==> src/rtl/infix_to_postfix_converter_defines.svh <==
// ----------------------------------------------------------------------------
// Infix to postfix converter assertion macros
// Shared concurrent assertion forms for the converter's RTL checks.
// ----------------------------------------------------------------------------
`ifndef INFIX_TO_POSTFIX_CONVERTER_DEFINES_SVH
`define INFIX_TO_POSTFIX_CONVERTER_DEFINES_SVH

// Same-cycle implication, held off during reset.
`define ITP_ASSERT_NOW(label, clk, rst, ante, cons, msg) \
  label: assert property (@(posedge clk) disable iff (rst) (ante) |-> (cons)) \
    else $error(msg);

// Next-cycle implication, held off during reset.
`define ITP_ASSERT_NEXT(label, clk, rst, ante, cons, msg) \
  label: assert property (@(posedge clk) disable iff (rst) (ante) |=> (cons)) \
    else $error(msg);

`endif

==> src/rtl/itp_pkg.sv <==
// ----------------------------------------------------------------------------
// itp_pkg
// Types, codes and helpers shared by the infix to postfix converter.
// ----------------------------------------------------------------------------
package itp_pkg;

  localparam int STACK_DEPTH = 16;
  localparam int CNT_W       = $clog2(STACK_DEPTH + 1);

  typedef logic [2:0]       entry_t;
  typedef logic [CNT_W-1:0] count_t;

  // Token kinds on the input side
  localparam logic [2:0] FUNC_NUMBER   = 3'd0;
  localparam logic [2:0] FUNC_VARIABLE = 3'd1;
  localparam logic [2:0] FUNC_LPAREN   = 3'd2;
  localparam logic [2:0] FUNC_RPAREN   = 3'd3;
  localparam logic [2:0] FUNC_OPERATOR = 3'd4;
  localparam logic [2:0] FUNC_END      = 3'd5;

  // Operator codes; a left paren is stacked as PAREN_MARK
  localparam logic [2:0] OP_PLUS    = 3'd0;
  localparam logic [2:0] OP_MINUS   = 3'd1;
  localparam logic [2:0] OP_TIMES   = 3'd2;
  localparam logic [2:0] OP_DIVIDE  = 3'd3;
  localparam logic [2:0] OP_POWER   = 3'd4;
  localparam logic [2:0] PAREN_MARK = 3'd5;

  // Result kinds
  localparam logic [1:0] KIND_NUMBER   = 2'd0;
  localparam logic [1:0] KIND_VARIABLE = 2'd1;
  localparam logic [1:0] KIND_OPERATOR = 2'd2;
  localparam logic [1:0] KIND_END      = 2'd3;

  // Error codes
  localparam logic [1:0] ERR_NONE     = 2'd0;
  localparam logic [1:0] ERR_PAREN    = 2'd1;
  localparam logic [1:0] ERR_OVERFLOW = 2'd2;

  typedef struct packed {
    logic [2:0]  func;
    logic [2:0]  op_code;
    logic [31:0] operand;
  } tok_t;

  typedef struct packed {
    logic [1:0]  out_kind;
    logic [2:0]  out_op;
    logic [31:0] out_operand;
    logic        last;
    logic [1:0]  error;
  } rpn_t;

  typedef struct packed {
    logic   push;
    logic   pop;
    logic   clear;
    entry_t push_data;
  } stk_cmd_t;

  typedef struct packed {
    entry_t top;
    entry_t next;
    count_t count;
  } stk_stat_t;

  typedef struct packed {
    logic push;
    logic pop;
  } cell_ctl_t;

  function automatic logic [1:0] prec_of(input entry_t op);
    logic [1:0] p;
    if (op == OP_PLUS || op == OP_MINUS) begin
      p = 2'd1;
    end else if (op == OP_TIMES || op == OP_DIVIDE) begin
      p = 2'd2;
    end else begin
      p = 2'd3;
    end
    return p;
  endfunction

endpackage

==> src/rtl/itp_cell.sv <==
// ----------------------------------------------------------------------------
// itp_cell
// One stack entry; takes its upper neighbor on push, lower one on pop.
// ----------------------------------------------------------------------------
module itp_cell (
  input  logic              clk,
  input  itp_pkg::cell_ctl_t ctl,
  input  itp_pkg::entry_t   from_above,
  input  itp_pkg::entry_t   from_below,
  output itp_pkg::entry_t   q
);
  import itp_pkg::*;

  entry_t val;

  always_ff @(posedge clk) begin
    if (ctl.push) begin
      val <= from_above;
    end else if (ctl.pop) begin
      val <= from_below;
    end
  end

  assign q = val;

endmodule

==> src/rtl/itp_stack.sv <==
// ----------------------------------------------------------------------------
// itp_stack
// Operator stack built as a shifting row of cells plus an entry count.
// ----------------------------------------------------------------------------
module itp_stack (
  input  logic                clk,
  input  logic                rst,
  input  itp_pkg::stk_cmd_t   cmd,
  output itp_pkg::stk_stat_t  stat
);
  import itp_pkg::*;

  entry_t    cell_q [STACK_DEPTH];
  cell_ctl_t ctl;
  count_t    count;

  assign ctl.push = cmd.push;
  assign ctl.pop  = cmd.pop;

  genvar i;
  generate
    for (i = 0; i < STACK_DEPTH; i++) begin : g_cell
      entry_t above;
      entry_t below;
      if (i == 0) begin : g_top
        assign above = cmd.push_data;
      end else begin : g_mid
        assign above = cell_q[i-1];
      end
      if (i == STACK_DEPTH - 1) begin : g_bot
        assign below = '0;
      end else begin : g_up
        assign below = cell_q[i+1];
      end
      itp_cell u_cell (
        .clk        (clk),
        .ctl        (ctl),
        .from_above (above),
        .from_below (below),
        .q          (cell_q[i])
      );
    end
  endgenerate

  // Hold the fill level; clear drops every entry at once
  always_ff @(posedge clk) begin
    if (rst) begin
      count <= '0;
    end else if (cmd.clear) begin
      count <= '0;
    end else if (cmd.push) begin
      count <= count + count_t'(1);
    end else if (cmd.pop) begin
      count <= count - count_t'(1);
    end
  end

  assign stat.top   = cell_q[0];
  assign stat.next  = cell_q[1];
  assign stat.count = count;

endmodule

==> src/rtl/infix_to_postfix_converter.sv <==
// ----------------------------------------------------------------------------
// infix_to_postfix_converter
// Shunting-yard conversion of an infix token stream into postfix order.
// ----------------------------------------------------------------------------
// One token is taken per transaction on the tok channel and the postfix
// tokens leave one per transaction on the rpn channel, with last set on the
// final result of each input token. Each token is accepted and then worked
// on; number, variable, left paren and operator tokens that pop nothing,
// and a right paren that only drops its matching left paren, finish in a
// single work step. Each stacked operator popped by an operator, right paren
// or end token takes a work step of its own, because the operator stack
// shifts by one cell per cycle. Work stalls while the output register
// holds a result that the rpn side has not yet taken. The
// finished result sits in an output register, so the next token is taken
// while it waits. The stack holds STACK_DEPTH entries; a push onto a full
// stack, or a paren without its partner, yields an error result (kind end,
// last set) and empties the stack. Operator tokens with a code above
// power, and kinds above end, are dropped without any result. All
// operators, power included, associate to the left.
// ----------------------------------------------------------------------------
`include "infix_to_postfix_converter_defines.svh"

module infix_to_postfix_converter (
  input  logic           clk,
  input  logic           rst,
  input  logic           tok_valid,
  output logic           tok_ready,
  input  itp_pkg::tok_t  tok,
  output logic           rpn_valid,
  input  logic           rpn_ready,
  output itp_pkg::rpn_t  rpn
);
  import itp_pkg::*;

  localparam logic S_IDLE = 1'b0;
  localparam logic S_WORK = 1'b1;

  logic      state;
  logic      state_next;
  tok_t      item;
  rpn_t      res;
  rpn_t      out_reg;
  logic      out_vld;
  logic      emit;
  logic      out_free;
  stk_cmd_t  cmd;
  stk_stat_t stat;
  logic      empty;
  logic      full;
  logic      more;
  logic      top_pops;
  logic      next_pops;

  itp_stack u_stack (
    .clk  (clk),
    .rst  (rst),
    .cmd  (cmd),
    .stat (stat)
  );

  assign tok_ready = (state == S_IDLE);
  assign out_free  = !out_vld || rpn_ready;

  assign empty = (stat.count == '0);
  assign full  = (stat.count >= count_t'(STACK_DEPTH));
  // More than one entry: the cell under the top is meaningful
  assign more  = (stat.count > count_t'(1));

  // Does the stacked operator outrank (or tie) the incoming one?
  assign top_pops  = !empty && (stat.top != PAREN_MARK) &&
                     (prec_of(stat.top) >= prec_of(item.op_code));
  assign next_pops = more && (stat.next != PAREN_MARK) &&
                     (prec_of(stat.next) >= prec_of(item.op_code));

  // Latch the token on accept
  always_ff @(posedge clk) begin
    if (tok_valid && tok_ready) begin
      item <= tok;
    end
  end

  // One step of work per cycle, only when the output register can take it
  always_comb begin
    state_next = state;
    emit       = 1'b0;
    res        = '0;
    cmd        = '0;
    if (state == S_IDLE) begin
      if (tok_valid) begin
        state_next = S_WORK;
      end
    end else if (out_free) begin
      case (item.func)
        FUNC_NUMBER, FUNC_VARIABLE: begin
          emit            = 1'b1;
          res.out_kind    = (item.func == FUNC_NUMBER) ? KIND_NUMBER : KIND_VARIABLE;
          res.out_operand = item.operand;
          res.last        = 1'b1;
          state_next      = S_IDLE;
        end
        FUNC_LPAREN: begin
          if (full) begin
            cmd.clear    = 1'b1;
            emit         = 1'b1;
            res.out_kind = KIND_END;
            res.last     = 1'b1;
            res.error    = ERR_OVERFLOW;
          end else begin
            cmd.push      = 1'b1;
            cmd.push_data = PAREN_MARK;
          end
          state_next = S_IDLE;
        end
        FUNC_RPAREN: begin
          if (empty) begin
            emit         = 1'b1;
            res.out_kind = KIND_END;
            res.last     = 1'b1;
            res.error    = ERR_PAREN;
            state_next   = S_IDLE;
          end else if (stat.top != PAREN_MARK) begin
            // Pop an operator; last only if its paren is right below
            cmd.pop      = 1'b1;
            emit         = 1'b1;
            res.out_kind = KIND_OPERATOR;
            res.out_op   = stat.top;
            res.last     = more && (stat.next == PAREN_MARK);
          end else begin
            // Drop the matching left paren
            cmd.pop    = 1'b1;
            state_next = S_IDLE;
          end
        end
        FUNC_OPERATOR: begin
          if (item.op_code > OP_POWER) begin
            state_next = S_IDLE;
          end else if (top_pops) begin
            // After a pop the push always fits, so last waits only on more pops
            cmd.pop      = 1'b1;
            emit         = 1'b1;
            res.out_kind = KIND_OPERATOR;
            res.out_op   = stat.top;
            res.last     = !next_pops;
          end else if (full) begin
            cmd.clear    = 1'b1;
            emit         = 1'b1;
            res.out_kind = KIND_END;
            res.last     = 1'b1;
            res.error    = ERR_OVERFLOW;
            state_next   = S_IDLE;
          end else begin
            cmd.push      = 1'b1;
            cmd.push_data = item.op_code;
            state_next    = S_IDLE;
          end
        end
        FUNC_END: begin
          if (empty) begin
            emit         = 1'b1;
            res.out_kind = KIND_END;
            res.last     = 1'b1;
            state_next   = S_IDLE;
          end else if (stat.top == PAREN_MARK) begin
            cmd.clear    = 1'b1;
            emit         = 1'b1;
            res.out_kind = KIND_END;
            res.last     = 1'b1;
            res.error    = ERR_PAREN;
            state_next   = S_IDLE;
          end else begin
            cmd.pop      = 1'b1;
            emit         = 1'b1;
            res.out_kind = KIND_OPERATOR;
            res.out_op   = stat.top;
          end
        end
        default: begin
          state_next = S_IDLE;
        end
      endcase
    end
  end

  always_ff @(posedge clk) begin
    if (rst) begin
      state <= S_IDLE;
    end else begin
      state <= state_next;
    end
  end

  // Output register: load a new result, or drop the one just taken
  always_ff @(posedge clk) begin
    if (rst) begin
      out_vld <= 1'b0;
    end else if (emit) begin
      out_vld <= 1'b1;
    end else if (rpn_ready) begin
      out_vld <= 1'b0;
    end
  end

  always_ff @(posedge clk) begin
    if (emit) begin
      out_reg <= res;
    end
  end

  assign rpn_valid = out_vld;
  assign rpn       = out_reg;

  // Checks
  `ITP_ASSERT_NOW(a_count_bound, clk, rst, 1'b1, stat.count <= count_t'(STACK_DEPTH), "stack count beyond depth")
  `ITP_ASSERT_NOW(a_pop_nonempty, clk, rst, cmd.pop, !empty && !cmd.push && !cmd.clear, "pop with empty stack or mixed command")
  `ITP_ASSERT_NOW(a_push_room, clk, rst, cmd.push, !full, "push onto full stack")
  `ITP_ASSERT_NOW(a_err_final, clk, rst, rpn_valid && (rpn.error != ERR_NONE), rpn.last && (rpn.out_kind == KIND_END), "error result not final end marker")
  `ITP_ASSERT_NEXT(a_accept_work, clk, rst, tok_valid && tok_ready, state == S_WORK && !tok_ready, "accepted token did not start work")

endmodule

==> config.mk <==
export PLATFORM = sky130hd
export DESIGN_NAME = infix_to_postfix_converter
export DESIGN_NICKNAME = d
export VERILOG_FILES = /design/src/rtl/itp_pkg.sv /design/src/rtl/itp_cell.sv /design/src/rtl/itp_stack.sv /design/src/rtl/infix_to_postfix_converter.sv
export VERILOG_INCLUDE_DIRS = /design/src /design/src/rtl
export SDC_FILE = /design/constraint.sdc
export NUM_CORES = 1
export LEC_CHECK = 0
export BUFFER_PORTS_ARGS = -buffer_cell sky130_fd_sc_hd__buf_2
export CORE_MARGIN = 5
export CORE_UTILIZATION = 50
export DETAILED_ROUTE_END_ITERATION = 12
export PLACE_DENSITY = 0.71
export SLEW_MARGIN = 20
export SYNTH_ARGS = -nofsm -noshare
export SYNTH_HDL_FRONTEND = slang
export SYNTH_SLANG_ARGS = --single-unit
==> constraint.sdc <==
create_clock -name clk -period 4.2 [get_ports clk]
set_clock_uncertainty 0.1 [all_clocks]
set_input_delay 0.21 -clock clk [delete_from_list [all_inputs] [get_ports clk]]
set_output_delay 0.21 -clock clk [all_outputs]
set_load 0.01 [all_outputs]
* Word-level counts from Yosys, hierarchy flattened *
Cells that the tools add are included.

word-level totals
  register bits after elaboration = 133
  output and inout port bits = 42
  bits of input ports = 42
  logic and storage cells = 181

operators by class
  bitwise operators = 1
  muxes and demuxes = 100
  reductions and logical operators = 28
  magnitude comparators = 5
  add/subtract/negate cells = 2
  equality and inequality tests = 18

operators with widths
  operator               count
  $mux W3                41
  $mux W1                32
  $eq A3 B2 Y1 const B   8
  $mux W5                4
  $mux W2                9
  $mux W6                3
  $eq A3 B1 Y1 const B   4
  $eq A3 B3 Y1 const B   4
  $logic_not A3 Y1       4
  $pmux W2 S5            1
  $pmux W1 S3            3
  $pmux W3 S3            1
  $pmux W2 S4            1
  $logic_or A1 B1 Y1     7
  $logic_and A1 B1 Y1    6
  $ne A3 B3 Y1 const B   2
  $pmux W3 S2            1
  $add A5 B1 Y5 const B  1
  $ge A5 B5 Y1 const B   1
  $gt A5 B1 Y1 const B   1
  $logic_not A5 Y1       1
  $pmux W1 S5            1
  $sub A5 B1 Y5 const B  1
  $ge A2 B2 Y1           2
  other kinds (11)       15

* Longest topological paths before layout *
Gate-level depths: netlist of run 1.

  depth in word-level cells = 13
  gate-level depth with buffers = 11
  depth with buffers taken out = 9

* Modules after synthesis *
A second synthesis of run 1 with hierarchy kept.

second synthesis, totals
  cells, all modules = 371
  area total of the unflattened synthesis = 5667.9 um^2

by module, submodules not included
  module                      times used  seq. area each (um^2)  cells each  area each (um^2)
  infix_to_postfix_converter  1           2382.3                 217         3226.8
  itp_cell                    16          90.1                   7           130.1
  itp_stack                   1           100.1                  42          359.1

* Worst setup path after synthesis of run 1 *
Ideal clock, no wire load.

  kind = register -> register
  start point = register u_stack.count[0]
  end point = register u_stack.g_cell[0].u_cell.val[0], enable pin
  cell stages (with the launch flop) = 9
  slack = 701 ps
  clock period less this slack = 3499 ps
  required time = 3694 ps
  setup time = 406 ps
  arrival time = 2993 ps
  path buffers = 2
  path through = dfxtp_1 inv_1 ha_1 or4b_1 buf_2 and2_1 buf_2 a2111oi_4 a211o_1

on the way
  word-level cells in the longest chain between the ends = 10
  elaborated cells on any way between the ends = 16
  classes of those cells = 1 x order compare; 10 x mux; 5 x reduce/logical

RTL lines
  item                                                  line                              text
  start: declaration                                    itp_stack.sv:15                   count_t count;
  start signal: assignment                              itp_stack.sv:52                   count <= count + count_t'(1);
  start signal: assignment                              itp_stack.sv:54                   count <= count - count_t'(1);
  branches (longest 7 deep; another with $ge A5 B5 Y1)  --
  $mux W6 (*)                                           infix_to_postfix_converter.sv:92  end else if (out_free) begin
  $mux W6 (*)                                           infix_to_postfix_converter.sv:88  if (state == S_IDLE) begin
  $reduce_bool A2 Y1 (no source line) (*)               --
  end signal: assignment                                itp_cell.sv:18                    val <= from_above;
  end signal: assignment                                itp_cell.sv:20                    val <= from_below;
  end: declaration                                      itp_cell.sv:14                    entry_t val;

Mark *: on every way between the ends.
A chain may end at the register's enable or synchronous reset.

* Final worst setup path of run 1 *
  start point = register u_stack.count[0]
  end point = register u_stack.g_cell[8].u_cell.val[1] (data pin)

on the way
  word-level cells in the longest chain between the ends = 10
  elaborated cells on any way between the ends = 12
  classes of those cells = 1 x order compare; 7 x mux; 4 x reduce/logical

RTL lines
  item                                                  line                              text
  branches (longest 6 deep; another with $ge A5 B5 Y1)  --
  $pmux W1 S2 (*)                                       infix_to_postfix_converter.sv:93  case (item.func)
  $mux W6 (*)                                           infix_to_postfix_converter.sv:92
  $mux W6 (*)                                           infix_to_postfix_converter.sv:88
  $mux W3 (*)                                           itp_cell.sv:17                    if (ctl.push) begin
  end signal: assignment                                itp_cell.sv:18
  end signal: assignment                                itp_cell.sv:20
  end: declaration                                      itp_cell.sv:14

Marks and branches as above.

==> metrics.md, run 1 <==
| Metric | Value |
|---|---|
| Total grt overflow | `0` |
| Final min period | `3410 ps` |
| Filler instances | `788` |
| Number of synthesized flops with an enable pin | `126` |
| Drt total wl | `10.6 mm` |
| Yosys reg bits | `133` |
| Fmax | `293 MHz` |
| Die ar. | `13,400 sq um` |
| Pwr Density | `430 nW/um^2` |
| First-pass GRT wire length | `16.8 mm` |
| Initial core utilization | `0.513` |
| Antenna violations before repair | `0` |
| H-tree Lvls | `4` |
| GR Util All Layers | `0.167` |
| Status | `completed` |
| Bufs on Longest Clock Path | `2` |
| Area growth, synth to finish | `26.4%` |
| IO Count | `84` |
| Layout Cells excl Fill | `651` |
| CTS Buf Count | `17` |
| Post-synth ARST share | `0` |
| Largest net degree at the start of global routing | `39` |
| Yosys warns | `0` |
| RSZ-0062 raised after global routing | `false` |
| Post-CTS Resized | `0` |
| ANT cells | `0` |
| Crit path capture type | `flop` |
| Post-Place Cells | `579` |
| Worst-Skew Late Latency | `420 ps` |
| Max-Cap Viols | `0` |
| Final setup fails | `0` |
| Most common cell after layout, fill and taps aside | `edfxtp_1` |
| Worst path max stage delay | `590 ps` |
| WP buf/inv | `1` |
| GP Congestion | `0.877` |
| Post-synthesis net count | `417` |
| Die width | `116 um` |
| Root buffer cell | `clkbuf_16` |
| Average cell area after synthesis | `15.3 sq um` |
| Crit Path Max Fanout | `21` |
| Die Y | `116 um` |
| Slew margin rel. | `0.283` |
| CP Class | `reg -> reg` |
| Worst hold path class | `in -> reg` |
| Routed length per placed instance | `16.3 um` |
| Area of the multi-input gates | `1590 sq um` |
| Crit path DAT | `3470 ps` |
| Vias per std cell | `5.19` |
| Total core area | `10,900 sq um` |
| Power, Total | `3.05 mW` |
| # rows | `38` |
| Final Hold Fails | `0` |
| Sink Count | `133` |
| WP data required | `4260 ps` |
| Vias in the first global route | `3,393` |
| Routed vias | `3,377` |
| Syn Inst Count | `368` |
| # hold bufs at CTS | `40` |
| CTS tree | `built` |
| Critical-path top delay cell | `or4b_1` |
| DR pass1 iterations | `5` |
| Max Slew Vio Count | `0` |
| HPWL after DPL | `6.62 mm` |
| Ys flop type | `edfxtp_1` |
| Yosys cell types | `49` |
| Layout cell share with drive strength beyond 1 | `0.297` |
| Period utilization | `0.813` |
| Crit path cell chain | `inv_1 > ha_1 > or4b_1 > and2_1 > a2111oi_4 > or2_2 > mux2_2` |
| Worst reg2reg setup slack | `790 ps` |
| Mapped Area | `5610 sq um` |
| Fin Setup TNS | `0 ps` |
| Commonest non-fill, non-tap cells in the layout | `edfxtp_1, buf_2, dlygate4sd3_1` |
| Post-DRT Antenna Nets | `0` |
| Sequential share of the synthesized area | `0.699` |
| Clock slew at reported path FFs | `60 ps` |
| First DRT Iteration DRCs | `268` |
| Final core occ | `0.649` |
| Crit-path leading delay family | `simple AND/OR/NAND/NOR gates` |
| Nets@finish | `547` |
| Leakage | `2.79 nW` |
| DRC violations left | `0` |
| Slew @ Worst Pin | `1070 ps` |
| WHS | `69.3 ps` |
| Number of port buffers | `83` |
| Number of post-CTS setup repair buffers | `0` |
| Worst vdd rail ir drop | `0.303 mV` |
| Register Area | `3920 sq um` |
| Critical path launch point type | `flop` |
-- cells by family (layout without fill, tap and decap cells) --
kind of cell,count (synthesis),count (layout),share of synthesized area
XOR/XNOR,1,1,0.00156
adder cells (fa/ha/maj),7,7,0.0156
AND/OR/NAND/NOR,114,114,0.111
flip-flops,133,133,0.699
buffers and inverters,26,169,0.0221
multiplexers,40,40,0.0936
AO/OA/AOI/OAI,47,47,0.0568
-- worst min-delay path: cells and delay by family --
family | cells | cell delay, ps
and+or+nand+nor | 1 | 160
AOI/OAI and AO/OA | 1 | 80
buffers and inverters | 1 | 70
-- flip-flops by register name, summed over array words and instances (netlist names) --
signal                   cells
item                        38
u_stack.count                5
rpn_valid                    1
u_stack.g_cell.u_cell.q     48
rpn                         40
state                        1
-- through the flow --
step | setup WS, ps | cell area, sq um
finish | 787 | 7100
global route | 665 | 7100
global placement | 945 | 6170
floorplan | 701 | 5610
detailed placement | 836 | 6170
CTS | 811 | 7100
-- synth_stat cells (2+ instances only) --
master    instances  area (sq um)
a21boi_0          3          22.5
buf_4             2          15.0
nor2_1           17          63.8
and3_1            5          31.3
and2_1           38           238
o21ai_0          15          75.1
nand2b_1          5          31.3
clkbuf_1          9          33.8
mux2_4           20           300
nor3_1            8          40.0
o22ai_1           2          12.5
nor3b_1           2          15.0
or2_2             3          18.8
a311oi_1          2          17.5
dfxtp_1           7           140
mux2_1           10           113
mux2_2           10           113
buf_6             2          22.5
nand3b_1          2          15.0
nor2b_1           3          18.8
nand2_1          19          71.3
and3b_1           2          17.5
nand4_1           2          12.5
edfxtp_1        126          3780
ha_1              7          87.6
buf_2             3          15.0
a21oi_1          11          55.1
nand3_1           4          20.0
inv_1             9          33.8
-- report_power, final --
group | internal, mW | leakage (nW) | switching (mW)
clock | 0.803 | 0.254 | 0.516
sequential | 1.51 | 1.27 | 0.0253
combinational | 0.0962 | 1.26 | 0.103
total | 2.41 | 2.79 | 0.644
-- worst paths after layout --
kind	endpoint	startpoint	cells after the start
min reg2reg	rpn[11]$_SDFFCE_PN0P_	item[8]$_DFFE_PP_	1
max reg2reg	u_stack.g_cell[8].u_cell.q[1]$_DFFE_PP_	u_stack.count[0]$_SDFFE_PP0P_	7
max	u_stack.g_cell[8].u_cell.q[1]$_DFFE_PP_	u_stack.count[0]$_SDFFE_PP0P_	7
min	rpn_valid$_SDFFE_PP0P_	rpn_ready	3
-- layer usage --
layer / GRT usage / routed length (um) / vias up
li1: - / - / 1629
met1: 0.212 / 4680 / 1638
met5: 0 / 0 / -
met3: 0.0606 / 596 / 16
met4: 0.0642 / 170 / 0
met2: 0.263 / 5170 / 94
-- layout make-up --
type | instances | share of cell area
Timing Repair Buffer | 128 | 0.120
Tap cell | 140 | 0.0247
Sequential cell | 133 | 0.553
Clock buffer | 21 | 0.0621
Multi-Input combinational cell | 209 | 0.223
Clock inverter | 11 | 0.0120
Inverter | 9 | 0.00476
(Power assumes the default switching activity.)
==> run 2: changes to the inputs <==
Clock period 4.2 ns to 3.3 ns, I/O delays scaled along.
==> metrics.md, run 2 (synthesis results as in run 1) <==
| Metric | Value |
|---|---|
| Status | `completed` |
| Crit-path leading delay family | `simple AND/OR/NAND/NOR gates` |
| GR Util All Layers | `0.172` |
| Critical Path End | `u_stack.g_cell[3].u_cell.q[1]$_DFFE_PP_` |
| Clock slew at reported path FFs | `60 ps` |
| Area growth, synth to finish | `29.3%` |
| Final Hold Fails | `0` |
| CP Class | `reg -> reg` |
| Die Y | `116 um` |
| Crit Path Max Fanout | `40` |
| Max reg flops | `48` |
| Area of the multi-input gates | `1590 sq um` |
| DR pass1 iterations | `5` |
| DRC violations left | `0` |
| Crit path capture type | `flop` |
| Register Area | `3920 sq um` |
| Filler instances | `777` |
| Leakage | `2.88 nW` |
| Crit path cell chain | `inv_1 > ha_1 > or4b_1 > and2_1 > a2111oi_4 > buf_4 > a211o_2 > buf_12` |
| Pwr Density | `563 nW/um^2` |
| Initial core utilization | `0.513` |
| Vias per std cell | `5.25` |
| Period utilization | `0.899` |
| CTS Buf Count | `17` |
| Critical R2R Launch | `u_stack.count[0]$_SDFFE_PP0P_` |
| # rows | `38` |
| Nets@finish | `556` |
| Vias in the first global route | `3,489` |
| Root buffer cell | `clkbuf_16` |
| Antenna violations before repair | `0` |
| Crit path DAT | `2960 ps` |
| Die width | `116 um` |
| Final min period | `2970 ps` |
| WP depth | `8` |
| Critical-path top delay cell | `or4b_1` |
| Worst reg2reg path depth | `8` |
| Final setup fails | `0` |
| Total grt overflow | `0` |
| Post-DRT Antenna Nets | `0` |
| WP data required | `3290 ps` |
| Routed length per placed instance | `16.6 um` |
| First-pass GRT wire length | `17.5 mm` |
| Worst reg2reg setup slack | `330 ps` |
| Worst path max stage delay | `460 ps` |
| Hold path cells | `2` |
| ANT cells | `0` |
| Max Slew Vio Count | `0` |
| Layout cell share with drive strength beyond 1 | `0.318` |
| Fmax | `337 MHz` |
| Critical path launch point type | `flop` |
| Worst Setup SP | `u_stack.count[0]$_SDFFE_PP0P_` |
| H-tree Lvls | `4` |
| Total core area | `10,900 sq um` |
| Fin Setup TNS | `0 ps` |
| GP Congestion | `0.898` |
| Worst hold path class | `in -> reg` |
| Sink Count | `133` |
| Drt total wl | `10.9 mm` |
| HPWL after DPL | `6.85 mm` |
| Most common cell after layout, fill and taps aside | `edfxtp_1` |
| Slew margin rel. | `0.288` |
| Reg2reg end | `u_stack.g_cell[3].u_cell.q[1]$_DFFE_PP_` |
| Largest net degree at the start of global routing | `41` |
| Commonest non-fill, non-tap cells in the layout | `edfxtp_1, buf_2, dlygate4sd3_1` |
| Number of post-CTS setup repair buffers | `0` |
| Slew @ Worst Pin | `1070 ps` |
| IO Count | `84` |
| Max-Cap Viols | `0` |
| Worst-Skew Late Latency | `410 ps` |
| Routed vias | `3,460` |
| Number of port buffers | `83` |
| RSZ-0062 raised after global routing | `false` |
| Worst vdd rail ir drop | `0.527 mV` |
| First DRT Iteration DRCs | `211` |
| Post-Place Cells | `587` |
| Die ar. | `13,400 sq um` |
| WP buf/inv | `3` |
| Layout Cells excl Fill | `659` |
| CTS tree | `built` |
| Bufs on Longest Clock Path | `2` |
-- run 2: what timing repair did --
item | CTS | global route
gates resized for setup | 0 | 1
hold buffers | 41 | 0
endpoints found under the setup margin | 0 | 5
hold endpoints to repair | 40 | 0
-- run 2: area by class of cell --
type,count,share of cell area
Sequential cell,133,0.541
Multi-Input combinational cell,209,0.219
Timing Repair Buffer,137,0.131
Clock buffer,18,0.0591
Tap cell,140,0.0241
Clock inverter,13,0.0217
Inverter,9,0.00466
-- run 2: how the worst min path moves through the flow --
stage | start | to | slack (ps)
CTS | tok[31] | item[31]$_DFFE_PP_ | 340
global route | tok[27] | item[27]$_DFFE_PP_ | 350
floorplan | rst | rpn_valid$_SDFFE_PP0P_ | 130
finish | tok[31] | item[31]$_DFFE_PP_ | 350
detailed placement | tok[36] | item[36]$_DFFE_PP_ | 240
global placement | tok[32] | item[32]$_DFFE_PP_ | 240
-- run 2: per-layer routing --
| metal | GRT usage | up-vias | share of wire |
|---|---|---|---|
| met5 | 0 | - | 0 |
| met4 | 0.0727 | 0 | 0.019 |
| met3 | 0.0538 | 15 | 0.048 |
| met2 | 0.276 | 100 | 0.50 |
| met1 | 0.218 | 1694 | 0.43 |
| li1 | - | 1651 | - |
-- run 2: stage by stage --
step | setup WS (ps) | cell area (sq um) | utilization | hold slack [ps] | total power, mW
after floorplan | 253 | 5620 | - | 134 | 2.13
after global placement | 354 | 6260 | 0.572 | 241 | 2.21
after detailed placement | 280 | 6260 | 0.572 | 243 | 2.22
after CTS | 197 | 7250 | 0.663 | 340 | 4.11
after global routing | 194 | 7260 | 0.664 | 345 | 4.23
final | 333 | 7260 | 0.664 | 354 | 4.09
-- run 2: report_power, final --
part	switching (mW)	leakage, nW	total, mW	internal [mW]
clock	0.682	0.290	1.86	1.18
sequential	0.0276	1.27	1.95	1.92
combinational	0.141	1.32	0.272	0.132
total	0.850	2.88	4.09	3.24
==> run 3: changes to the inputs <==
Settings changed: BUFFER_PORTS_ARGS -buffer_cell sky130_fd_sc_hd__buf_2 to unset, DONT_BUFFER_PORTS set to 1, PLACE_DENSITY 0.71 to unset.
==> metrics.md, run 3 (synthesis results as in run 1) <==
| Metric | Value |
|---|---|
| Status | `completed` |
| Layout cell share with drive strength beyond 1 | `0.183` |
| Vias in the first global route | `3,076` |
| Design Area, Final | `6900 sq um` |
| Most common cell after layout, fill and taps aside | `edfxtp_1` |
| Final min period | `2930 ps` |
| Routed vias | `3,086` |
| Final setup fails | `0` |
| Nets@finish | `476` |
| Die ar. | `13,400 sq um` |
| Antenna violations before repair | `0` |
| Worst reg2reg path depth | `9` |
| Pwr Density | `593 nW/um^2` |
| GR Util All Layers | `0.157` |
| Slew @ Worst Pin | `689 ps` |
| Bufs on Longest Clock Path | `2` |
| Post-Place Setup Slack | `264 ps` |
| Largest net degree at the start of global routing | `50` |
| Slew margin rel. | `0.536` |
| DR pass1 iterations | `4` |
| Worst reg2reg setup slack | `370 ps` |
| Total grt overflow | `0` |
| CTS Buf Count | `17` |
| Fmax | `342 MHz` |
| Worst vdd rail ir drop | `0.386 mV` |
| Routed length on met2 | `5.14 mm` |
| Crit path DAT | `3120 ps` |
| Top Layer Used | `met4` |
| Worst hold path class | `in -> reg` |
| Crit path capture type | `flop` |
| IO Count | `84` |
| Period utilization | `0.887` |
| Drt total wl | `10.1 mm` |
| Post-DRT Antenna Nets | `0` |
| Leakage | `2.54 nW` |
| Routed length per placed instance | `17.4 um` |
| Final WS setup | `374 ps` |
| WP data required | `3490 ps` |
| Fin Setup TNS | `0 ps` |
| Area growth, synth to finish | `22.8%` |
| Power, Total | `4.09 mW` |
| Commonest non-fill, non-tap cells in the layout | `edfxtp_1, dlygate4sd3_1, and2_1` |
| H-tree Lvls | `4` |
| Area after DPL | `5870 sq um` |
| Initial core utilization | `0.513` |
| HPWL after DPL | `6.48 mm` |
| Max Slew Vio Count | `0` |
| Max-Cap Viols | `0` |
| Die width | `116 um` |
| RSZ-0062 raised after global routing | `false` |
| DRC violations left | `0` |
| Total core area | `10,900 sq um` |
| Root buffer cell | `clkbuf_16` |
| Crit Path Max Fanout | `7` |
| Number of post-CTS setup repair buffers | `0` |
| Worst Hold Launch | `tok_valid` |
| Critical path launch point type | `flop` |
| Max reg flops | `48` |
| Final core occ | `0.631` |
| GP Congestion | `0.861` |
| CTS tree | `built` |
| Sink Count | `133` |
| ANT cells | `0` |
| Vias per std cell | `5.34` |
| First-pass GRT wire length | `16.0 mm` |
| Clock slew at reported path FFs | `50 ps` |
| Number of port buffers | `0` |
| CP Class | `reg -> reg` |
| Final Hold Fails | `0` |
| Worst-Skew Late Latency | `400 ps` |
| First DRT Iteration DRCs | `301` |
| # rows | `38` |
| Die Y | `116 um` |
| Hold path cells | `1` |
| Critical R2R Launch | `u_stack.count[0]$_SDFFE_PP0P_` |
| Wire length on met3 | `535 um` |
| Reg2reg end | `rpn_valid$_SDFFE_PP0P_` |
| Min-Delay Endpoint | `item[32]$_DFFE_PP_` |
| M1 WL | `4.26 mm` |
## run 3: cell types whose count changed in the layout (fill, tap and decap cells not counted), sizes merged
cell / previous run / this run
buf: 96 / 16
clkinv: 7 / 5
inv: 11 / 9
bufinv: 3 / 4
clkbuf: 18 / 19
clkinvlp: 1 / 2
## run 3: layout make-up
cell class              count  area, sq um
fillers                   802         4040
flip-flops and latches    133         3920
multi-input cells         209         1590
repair buffers             57          581
clock buffers              19          433
well taps                 140          175
clock inverters            11          160
inverters                   9         33.8
## run 3: what timing repair did
| item | CTS | global route |
|---|---|---|
| hold endpoints to repair | 40 | 0 |
| endpoints found under the setup margin | 0 | 40 |
| hold buffers | 41 | 0 |
| gates resized for setup | 0 | 1 |
## run 3: routing by layer
| metal | GRT usage | up-vias |
|---|---|---|
| met1 | 0.194 | 1501 |
| met4 | 0.0681 | 0 |
| met3 | 0.0496 | 11 |
| met5 | 0 | - |
| li1 | - | 1495 |
| met2 | 0.255 | 79 |
## run 3: worst max-delay path by stage
| stage | cells after the start | slack, ps | start | endpoint |
|---|---|---|---|---|
| 2_1_floorplan | 8 | 250 | u_stack.count[0]$_SDFFE_PP0P_ | u_stack.g_cell[0].u_cell.q[0]$_DFFE_PP_ |
| 3_3_place_gp | 7 | 350 | u_stack.count[0]$_SDFFE_PP0P_ | rpn[21]$_SDFFCE_PN0P_ |
| 3_5_place_dp | 7 | 260 | u_stack.count[0]$_SDFFE_PP0P_ | rpn[16]$_SDFFCE_PN0P_ |
| 4_1_cts | 7 | 150 | u_stack.count[0]$_SDFFE_PP0P_ | rpn[25]$_SDFFCE_PN0P_ |
| 5_1_grt | 9 | 130 | u_stack.count[1]$_SDFFE_PP0P_ | rpn_valid$_SDFFE_PP0P_ |
| 6_report | 9 | 370 | u_stack.count[0]$_SDFFE_PP0P_ | rpn_valid$_SDFFE_PP0P_ |
## run 3: critical path, cell delays in order, from the launching register on
cell	delay, ps
dfxtp_1	350
inv_1	110
ha_1	180
or4b_1	460
and2_1	260
a2111oi_0	470
a311oi_1	140
nand3_1	120
a21oi_1	70
dlygate4sd3_1	560
## run 3: stage by stage
stage               hold WS, ps  instances
global route               11.8        578
detailed placement          138        506
floorplan                   134        368
finish                     25.5        578
global placement            138        506
CTS                        41.0        577
## run 3: power by group
group / internal [mW] / total, mW / switching [mW]
logic: 0.114 / 0.240 / 0.125
registers: 1.92 / 1.95 / 0.0315
clock network: 1.25 / 1.89 / 0.646
